[config.mk]
export PLATFORM = sky130hd
export DESIGN_NAME = websocket_frame_delimiter_top
export DESIGN_NICKNAME = d
export VERILOG_FILES = /design/src/rtl/core/wsfd_pkg.sv /design/src/rtl/core/wsfd_parser.sv /design/src/rtl/core/websocket_frame_delimiter_top.sv
export SDC_FILE = /design/constraint.sdc
export NUM_CORES = 1
export LEC_CHECK = 0
export BUFFER_PORTS_ARGS = -buffer_cell sky130_fd_sc_hd__buf_2
export CORE_MARGIN = 10
export CORE_UTILIZATION = 30
export CTS_CLUSTER_SIZE = 28
export DETAILED_ROUTE_END_ITERATION = 10
export PLACE_DENSITY_LB_ADDON = 0.1
export SYNTH_ARGS = -nofsm -noshare
export SYNTH_HDL_FRONTEND = slang
export SYNTH_SLANG_ARGS = --single-unit
[constraint.sdc]
create_clock -name clk -period 6.61 [get_ports clk]
set_input_delay 1.322 -clock clk [delete_from_list [all_inputs] [get_ports clk]]
set_output_delay 1.322 -clock clk [all_outputs]
set_load 0.1 [all_outputs]
[src/rtl/core/wsfd_pkg.sv]
package wsfd_pkg;

	localparam int unsigned LEN_W  = 64;
	localparam int unsigned BYTE_W = 8;
	localparam int unsigned IDX_W  = 4;
	localparam int unsigned HDR_W  = 4;

	localparam logic [LEN_W-1:0] MAX_FRAME_RESET = 64'd65536;

	localparam logic [6:0]       LEN7_MASK  = 7'h7f;
	localparam logic [6:0]       LEN_CODE16 = 7'd126;
	localparam logic [6:0]       LEN_CODE64 = 7'd127;
	localparam int unsigned      MASK_BIT   = 7;
	localparam logic [IDX_W-1:0] KEY_BYTES  = 4'd4;

	localparam logic [HDR_W-1:0] HDR_SIZE_BASE = 4'd2;
	localparam logic [HDR_W-1:0] HDR_SIZE_16   = 4'd4;
	localparam logic [HDR_W-1:0] HDR_SIZE_64   = 4'd10;

	typedef enum logic [2:0] {
		PH_HDR0,
		PH_HDR1,
		PH_EXT,
		PH_MASK,
		PH_PAYLOAD
	} phase_t;

	typedef enum logic [1:0] {
		PART_HDR     = 2'd0,
		PART_EXT     = 2'd1,
		PART_MASK    = 2'd2,
		PART_PAYLOAD = 2'd3
	} part_t;

	typedef struct packed {
		part_t            part;
		logic             frame_end;
		logic             oversize;
		logic [LEN_W-1:0] total;
	} res_t;

endpackage

[src/rtl/core/wsfd_parser.sv]
module wsfd_parser (
	input  logic                             clk,
	input  logic                             arst_n,
	input  logic                             step,
	input  logic [wsfd_pkg::BYTE_W-1:0]      data_in,
	input  logic [wsfd_pkg::LEN_W-1:0]       size_limit,
	output wsfd_pkg::res_t                   res
);

	wsfd_pkg::phase_t               phase_q, phase_n;
	logic [wsfd_pkg::IDX_W-1:0]     idx_q, idx_n;
	logic                           masked_q, masked_n;
	logic [wsfd_pkg::LEN_W-1:0]     len_q, len_n;
	logic [wsfd_pkg::LEN_W-1:0]     remain_q, remain_n;
	logic [wsfd_pkg::HDR_W-1:0]     hdr_q, hdr_n;
	logic                           err_q, err_n;
	logic [wsfd_pkg::LEN_W-1:0]     total_q, total_n;

	logic [6:0]                     len7;
	logic [wsfd_pkg::LEN_W-1:0]     rem_dec;
	logic [wsfd_pkg::HDR_W:0]       fixed;
	logic [wsfd_pkg::LEN_W:0]       sum;
	logic [wsfd_pkg::LEN_W-1:0]     total_c;
	logic                           len_done;
	logic                           pay_or_end;
	logic                           end_c;
	wsfd_pkg::part_t                part;

	always_ff @(posedge clk or negedge arst_n) begin
		if (!arst_n) begin
			phase_q  <= wsfd_pkg::PH_HDR0;
			idx_q    <= '0;
			masked_q <= 1'b0;
			len_q    <= '0;
			remain_q <= '0;
			hdr_q    <= '0;
			err_q    <= 1'b0;
			total_q  <= '0;
		end else if (step) begin
			phase_q  <= phase_n;
			idx_q    <= idx_n;
			masked_q <= masked_n;
			len_q    <= len_n;
			remain_q <= remain_n;
			hdr_q    <= hdr_n;
			err_q    <= err_n;
			total_q  <= total_n;
		end
	end

	always_comb begin
		phase_n    = phase_q;
		idx_n      = idx_q;
		masked_n   = masked_q;
		len_n      = len_q;
		remain_n   = remain_q;
		hdr_n      = hdr_q;
		err_n      = err_q;
		total_n    = total_q;
		part       = wsfd_pkg::PART_HDR;
		len_done   = 1'b0;
		pay_or_end = 1'b0;
		end_c      = 1'b0;
		len7       = data_in[6:0] & wsfd_pkg::LEN7_MASK;
		rem_dec    = '0;
		case (phase_q)
			wsfd_pkg::PH_HDR0: begin
				phase_n = wsfd_pkg::PH_HDR1;
			end
			wsfd_pkg::PH_HDR1: begin
				masked_n = data_in[wsfd_pkg::MASK_BIT];
				idx_n    = '0;
				if (len7 == wsfd_pkg::LEN_CODE16) begin
					hdr_n   = wsfd_pkg::HDR_SIZE_16;
					len_n   = '0;
					phase_n = wsfd_pkg::PH_EXT;
				end else if (len7 == wsfd_pkg::LEN_CODE64) begin
					hdr_n   = wsfd_pkg::HDR_SIZE_64;
					len_n   = '0;
					phase_n = wsfd_pkg::PH_EXT;
				end else begin
					hdr_n    = wsfd_pkg::HDR_SIZE_BASE;
					len_n    = {{(wsfd_pkg::LEN_W-7){1'b0}}, len7};
					len_done = 1'b1;
				end
			end
			wsfd_pkg::PH_EXT: begin
				part  = wsfd_pkg::PART_EXT;
				len_n = {len_q[wsfd_pkg::LEN_W-wsfd_pkg::BYTE_W-1:0], data_in};
				idx_n = idx_q + 4'd1;
				if ({1'b0, idx_n} + 5'd2 >= {1'b0, hdr_q})
					len_done = 1'b1;
			end
			wsfd_pkg::PH_MASK: begin
				part  = wsfd_pkg::PART_MASK;
				idx_n = idx_q + 4'd1;
				if (idx_n >= wsfd_pkg::KEY_BYTES)
					pay_or_end = 1'b1;
			end
			default: begin
				part     = wsfd_pkg::PART_PAYLOAD;
				rem_dec  = (remain_q != '0) ? remain_q - 64'd1 : remain_q;
				remain_n = rem_dec;
				if (rem_dec == '0)
					end_c = 1'b1;
			end
		endcase

		fixed   = {1'b0, hdr_n} + (masked_n ? {1'b0, wsfd_pkg::KEY_BYTES} : 5'd0);
		sum     = {1'b0, len_n} + {{(wsfd_pkg::LEN_W-wsfd_pkg::HDR_W){1'b0}}, fixed};
		total_c = sum[wsfd_pkg::LEN_W] ? {wsfd_pkg::LEN_W{1'b1}} : sum[wsfd_pkg::LEN_W-1:0];

		if (len_done) begin
			total_n = total_c;
			if (sum[wsfd_pkg::LEN_W] || (total_c > size_limit))
				err_n = 1'b1;
			if (masked_n) begin
				idx_n   = '0;
				phase_n = wsfd_pkg::PH_MASK;
			end else begin
				pay_or_end = 1'b1;
			end
		end

		if (pay_or_end) begin
			if (len_n != '0) begin
				remain_n = len_n;
				phase_n  = wsfd_pkg::PH_PAYLOAD;
			end else begin
				end_c = 1'b1;
			end
		end

		if (end_c) begin
			phase_n  = wsfd_pkg::PH_HDR0;
			idx_n    = '0;
			remain_n = '0;
		end

		res.part      = part;
		res.frame_end = end_c;
		res.oversize  = err_n;
		res.total     = end_c ? total_n : '0;
	end

	a_err_sticky: assert property (@(posedge clk) disable iff (!arst_n)
		err_q |=> err_q)
		else $error("oversize error cleared without reset");

	a_payload_nonzero: assert property (@(posedge clk) disable iff (!arst_n)
		(phase_q == wsfd_pkg::PH_PAYLOAD) |-> (remain_q != '0))
		else $error("payload phase with zero bytes remaining");

	a_mask_phase: assert property (@(posedge clk) disable iff (!arst_n)
		(phase_q == wsfd_pkg::PH_MASK) |-> (masked_q && (idx_q < wsfd_pkg::KEY_BYTES)))
		else $error("mask key phase without mask bit or past key end");

endmodule

[src/rtl/core/websocket_frame_delimiter_top.sv]
// Channel  Handshake               Payload
// in       in_valid / in_ready     data_byte
// out      out_valid / out_ready   out_byte, frame_part, frame_end, oversize_error,
//                                  frame_total
// cfg      cfg_wr_en               cfg_wr_data (frame size limit)
//
// One request per cycle sustained while out_ready stays high. The byte is held in an input
// register, parsed in one combinational pass, and the result lands in the output register,
// which raises out_valid; the parse pass sets the rate.
// Reset clears the parse state, the sticky error and both valid flags, and loads the
// frame size limit with 65536.
// A stalled output still takes a new request: the input register fills behind it.
module websocket_frame_delimiter_top (
	input  logic                           clk,
	input  logic                           arst_n,
	input  logic                           in_valid,
	output logic                           in_ready,
	input  logic [wsfd_pkg::BYTE_W-1:0]    data_byte,
	output logic                           out_valid,
	input  logic                           out_ready,
	output logic [wsfd_pkg::BYTE_W-1:0]    out_byte,
	output logic [1:0]                     frame_part,
	output logic                           frame_end,
	output logic                           oversize_error,
	output logic [wsfd_pkg::LEN_W-1:0]     frame_total,
	input  logic                           cfg_wr_en,
	input  logic [wsfd_pkg::LEN_W-1:0]     cfg_wr_data
);

	logic [wsfd_pkg::LEN_W-1:0]  max_q;
	logic                        valid_s1;
	logic [wsfd_pkg::BYTE_W-1:0] byte_s1;
	logic                        valid_s2;
	logic [wsfd_pkg::BYTE_W-1:0] byte_s2;
	wsfd_pkg::res_t              res_s2;
	wsfd_pkg::res_t              res_c;
	logic                        advance;

	assign advance  = valid_s1 && (!valid_s2 || out_ready);
	assign in_ready = !valid_s1 || advance;

	always_ff @(posedge clk or negedge arst_n) begin
		if (!arst_n)
			max_q <= wsfd_pkg::MAX_FRAME_RESET;
		else if (cfg_wr_en)
			max_q <= cfg_wr_data;
	end

	always_ff @(posedge clk or negedge arst_n) begin
		if (!arst_n) begin
			valid_s1 <= 1'b0;
			valid_s2 <= 1'b0;
		end else begin
			if (in_valid && in_ready)
				valid_s1 <= 1'b1;
			else if (advance)
				valid_s1 <= 1'b0;
			if (advance)
				valid_s2 <= 1'b1;
			else if (out_ready)
				valid_s2 <= 1'b0;
		end
	end

	always_ff @(posedge clk) begin
		if (in_valid && in_ready)
			byte_s1 <= data_byte;
		if (advance) begin
			byte_s2 <= byte_s1;
			res_s2  <= res_c;
		end
	end

	wsfd_parser u_parser (
		.clk             (clk),
		.arst_n          (arst_n),
		.step            (advance),
		.data_in         (byte_s1),
		.size_limit      (max_q),
		.res             (res_c)
	);

	assign out_valid      = valid_s2;
	assign out_byte       = byte_s2;
	assign frame_part     = res_s2.part;
	assign frame_end      = res_s2.frame_end;
	assign oversize_error = res_s2.oversize;
	assign frame_total    = res_s2.total;

	a_total_only_at_end: assert property (@(posedge clk) disable iff (!arst_n)
		(valid_s2 && !res_s2.frame_end) |-> (res_s2.total == '0))
		else $error("frame total shown on a byte that does not end a frame");

	a_advance_fills_s2: assert property (@(posedge clk) disable iff (!arst_n)
		advance |=> valid_s2)
		else $error("parsed request lost between stages");

	a_out_hold: assert property (@(posedge clk) disable iff (!arst_n)
		(valid_s2 && !out_ready) |=> (valid_s2 && $stable(byte_s2)))
		else $error("stalled result dropped or changed");

endmodule

==> flow_results.org <==
** Placed design
- Detailed placement finished with a half-perimeter wire length of 60480 µm.
- The congestion estimate from routability-driven global placement came to between 0.8 and 0.9.
- Count of buffers from port buffering :: 154

** Die
- The die is a little under 300 µm tall.
- During I/O placement, the number of pins put on the boundary was 155.
- The core region is slightly above 70000 µm².
- Once the floorplan was initialized, standard cells occupied between 30% and 40% of the core.
- The floorplan has between 90 and 100 rows.
- Area of the die :: between 80000 and 90000 µm²
- Die W :: 289.6 µm

** Global routing
- The first global-routing pass estimated between 100000 and 150000 µm of wire.
- Via count of the first global-routing pass :: ~20000
- The number of antenna violations at the first check in global routing is 3.
- Maximum number of pins on one net before global-route repair :: between 150 and 200
- The total overflow left after global routing is 0.
- Overall global routing resource usage :: around 19%

** Logic synthesis
- Net count after synthesis :: 2740
- Synth async-reset ratio :: between 70 and 80%
- Most used standard cells in the synthesized netlist :: nand2_1, dfrtp_1, o21ai_0
- EDFF count, synth :: 84
- For this run, the leading register cell type out of synthesis is dfrtp_1.
- Post-synthesis cell type with the largest combined area :: dfrtp_1
- Sequential area share after synthesis :: a little over two fifths
- Number of distinct library cell variants in the gate-level netlist after synthesis :: between 70 and 80
- Cell with the most instances after synthesis :: nand2_1
- The synthesized netlist occupies a cell area of 21800 µm².
- After synthesis the netlist holds a flip-flop and latch count of 355.
- Fraction of synthesized cell area taken by the top area cell type :: approximately 31%
- For this run, the number of Yosys warnings is 0.
- Synthesis produced ~2600 cells.
- By area the synthesized netlist is led by dfrtp_1, edfxtp_1, nand2_1.
- Synth Area per Inst :: roughly 8.4 µm²

** Setup path
- In this run the worst path has a maximum fanout of between 70 and 80.
- Kind of critical path :: reg2reg
- At the worst endpoint, the required time is between 6 and 7 ns.
- Highest-delay cell along the critical path :: or4_1
- Endpoint of the worst-slack reg-to-reg timing path :: oversize_error
- STA classifies the critical path endpoint as a flop.
- Nature of the critical path startpoint :: flop
- Stage delay of the slowest cell on the critical path :: between 0.5 and 0.6 ns
- Worst reg-to-reg path cell count :: 23
- The setup check on the worst reg-to-reg path leaves a slack of 0.32 ns.
- By instance count, the cell type seen most on the critical path is or4_1.
- Walking the worst path, the cells encountered are buf_16 -> a21o_2 -> buf_4 -> a2bb2oi_1 -> or4_1 -> or4_1 -> nand4b_1 -> buf_4 -> nor2_2 -> buf_12 -> nor2_1 -> inv_1 -> ha_1 -> a21o_1 -> a21o_1 -> a21oi_1 -> o21ai_0 -> a31oi_2 -> o22ai_1 -> or4_1 -> a211o_1 -> a21oi_1 -> o21bai_1.
- The startpoint identified for the worst register-to-register timing path is u_parser.phase_q[1].
- Crit path arrival time :: about 6.6 ns

** Clock tree
- Clock tree synthesis selected as its root buffer the cell clkbuf_16.
- Source-to-sink clock delay at the later pin of the worst-skew pair :: about 0.59 ns
- TritonCTS clock tree :: done
- Once the clock tree was built, the setup fixing pass inserted 0 buffers.
- Total clock sinks :: about 360
- Clock-pin slew was measured on the worst setup and hold paths at approximately 0.060 ns.
- TritonCTS created between 40 and 50 clock buffers.
- Hold buffers post-CTS :: 0
- The H-tree was split into 2 levels.
- The number of gates resized after CTS was 0.
- Maximum clock insertion buffer count :: 3

** Route
- Summed over all nets, wire length on met3 after detailed routing comes to just under 5000 µm.
- The first routing iteration left about 1600 violations.
- In the routed design, unresolved DRC markers number 0.
- Total Wirelength :: between 80000 and 90000 µm
- For this block, wires on met1 add up to 38540 µm.
- Signal routing reaches up to met4.
- Detailed routing inserted a total of 19870 vias.
- Avg Vias per Cell :: around 5.4
- In the final routed layout, each cell accounts on average for approximately 22 µm.
- The count of nets left with antenna violations once routing finished came out at 0.
- Met2 Wirelength :: 37480 µm
- For this run, the detailed router's first-pass iteration total came to 6.

** Min path
- In this run the worst hold path is classified as reg2reg.
- The path with the worst hold slack has its endpoint at u_parser.err_q.
- Worst Hold Path Cells :: 1
- In this run the most critical hold path is launched from u_parser.err_q.

** Timing
- The number of hold violations in the final report is 0.
- Slew at the pin with the worst max-slew slack :: 1.287 ns
- The worst pin sits at a relative slew slack of between 10% and 20%.
- On the final layout, the worst clock skew is 0.01833 ns.
- The clock period could shrink to 6.289 ns.
- Hold timing on the final database bottoms out at a slack of 0.4737 ns.
- Final worst path period share :: 95.15%
- Sum of negative setup slack :: 0 ns
- Endpoints failing setup :: 0
- Final-report max-slew violation count :: 0
- Static timing analysis puts the maximum clock frequency at ~160 MHz.

** Job
- Max-cap violations in this run came to 0.

** Pwr
- In this run the power density over the cells is roughly 230 nW/µm².
- The analysis attributes to cell leakage a power of ~11 nW.
- The worst-case IR drop observed on VDD is about 0.25 mV.
- Total power after layout :: 5.953 mW

** Cells and area
- P&R area growth vs syn :: 18.76%
- The post-route netlist has approximately 14% of its cells at a drive strength greater than 1.
- In the final design database the tool counted around 2900 nets.
- After filler insertion, the fill cell instance count of the layout stands at between 7000 and 8000.

** Outcome
- The flow ran to the end, and the final reports show no timing, DRC or antenna violations.
## registers in the layout, summed over array words and instances, names as in the netlist
| register | cells |
|---|---|
| u_parser.hdr_q | 4 |
| u_parser.idx_q | 4 |
| out_valid | 1 |
| max_q | 64 |
| frame_end | 1 |
| u_parser.err_q | 1 |
| oversize_error | 1 |
| byte_s1 | 8 |
| u_parser.phase_q | 3 |
| frame_part | 2 |
| u_parser.total_q | 64 |
| out_byte | 8 |
| valid_s1 | 1 |
| frame_total | 64 |
| u_parser.len_q | 64 |
| u_parser.masked_q | 1 |
| u_parser.remain_q | 64 |
## cell usage in the layout, fill, tap and decap left out, types with 37 or more instances in the layout
cell type and instances:
buf_4 105, o21ai_0 228, clkbuf_16 46, or3_1 37, nor4_1 39, nor3_1 66, nand3_1 75, dfrtp_1 268
nand4_1 50, buf_2 152, edfxtp_1 84, inv_1 128, xnor2_1 59, a21oi_1 154, nand2_1 351, nor2b_1 52
nor2_1 221, ha_1 79, a2bb2oi_1 41, a211oi_1 41, o22ai_1 37, a21o_1 38
## report_power, final
part	leakage (nW)	internal, mW	total [mW]	switching, mW
clock	0.864	1.89	2.97	1.08
sequential	4.33	2.33	2.38	0.0484
combinational	6.02	0.128	0.606	0.479
## final cells by class
cell class                      instances  area, µm²  area share, %
Antenna cell                            1      2.502       0.009667
Clock buffer                           53       1227          4.741
Clock inverter                         32      554.3          2.141
Inverter                              129      489.2          1.890
Multi-Input combinational cell       1920      11410          44.06
Sequential cell                       355       9308          35.95
Tap cell                              950       1189          4.592
Timing Repair Buffer                  265       1712          6.612
## critical path: cells and delay by family (launching register included)
kind	cells	cell delay, ns
AOI/OAI and AO/OA	11	2.10
adders and majority gates	1	0.23
buffers and inverters	5	1.04
DFF	1	0.46
and+or+nand+nor	6	2.13
## worst max path at each step
stage | from | to | slack, ns
2_1_floorplan | u_parser.phase_q[0] | oversize_error | 0.03
3_3_place_gp | u_parser.phase_q[1] | oversize_error | 0.29
3_5_place_dp | u_parser.phase_q[1] | oversize_error | 0.22
4_1_cts | u_parser.phase_q[1] | oversize_error | 0.21
5_1_grt | u_parser.phase_q[1] | oversize_error | -0.02
6_report | u_parser.phase_q[1] | oversize_error | 0.32
## layer usage
layer / GRT usage, % / vias to the layer above
li1: - / 9508
met1: 27.13 / 9729
met2: 30.75 / 563
met3: 3.007 / 74
met4: 3.931 / 0
met5: 0 / -
## metrics by stage
| stage | cell area (µm²) | setup slack [ns] | instances | util [%] |
|---|---|---|---|---|
| floorplan | 21800 | 0.02942 | 2583 | - |
| global placement | 24050 | 0.2908 | 3619 | 33.53 |
| detailed placement | 24050 | 0.2221 | 3619 | 33.53 |
| CTS | 25830 | 0.2104 | 3704 | 36.01 |
| global route | 25880 | -0.02026 | 3704 | 36.09 |
| finish | 25890 | 0.3206 | 3705 | 36.09 |
## kinds of logic after synthesis
| group | after synthesis | synth area share [%] |
|---|---|---|
| buf+inv | 308 | 5.476 |
| flops | 355 | 42.69 |
| simple gates | 1062 | 23.86 |
| xor+xnor | 80 | 3.215 |
| compound gates | 683 | 19.42 |
| mux | 15 | 0.7118 |
| fa+ha+maj | 80 | 4.627 |
No activity file was read; power rests on OpenSTA's default activity.
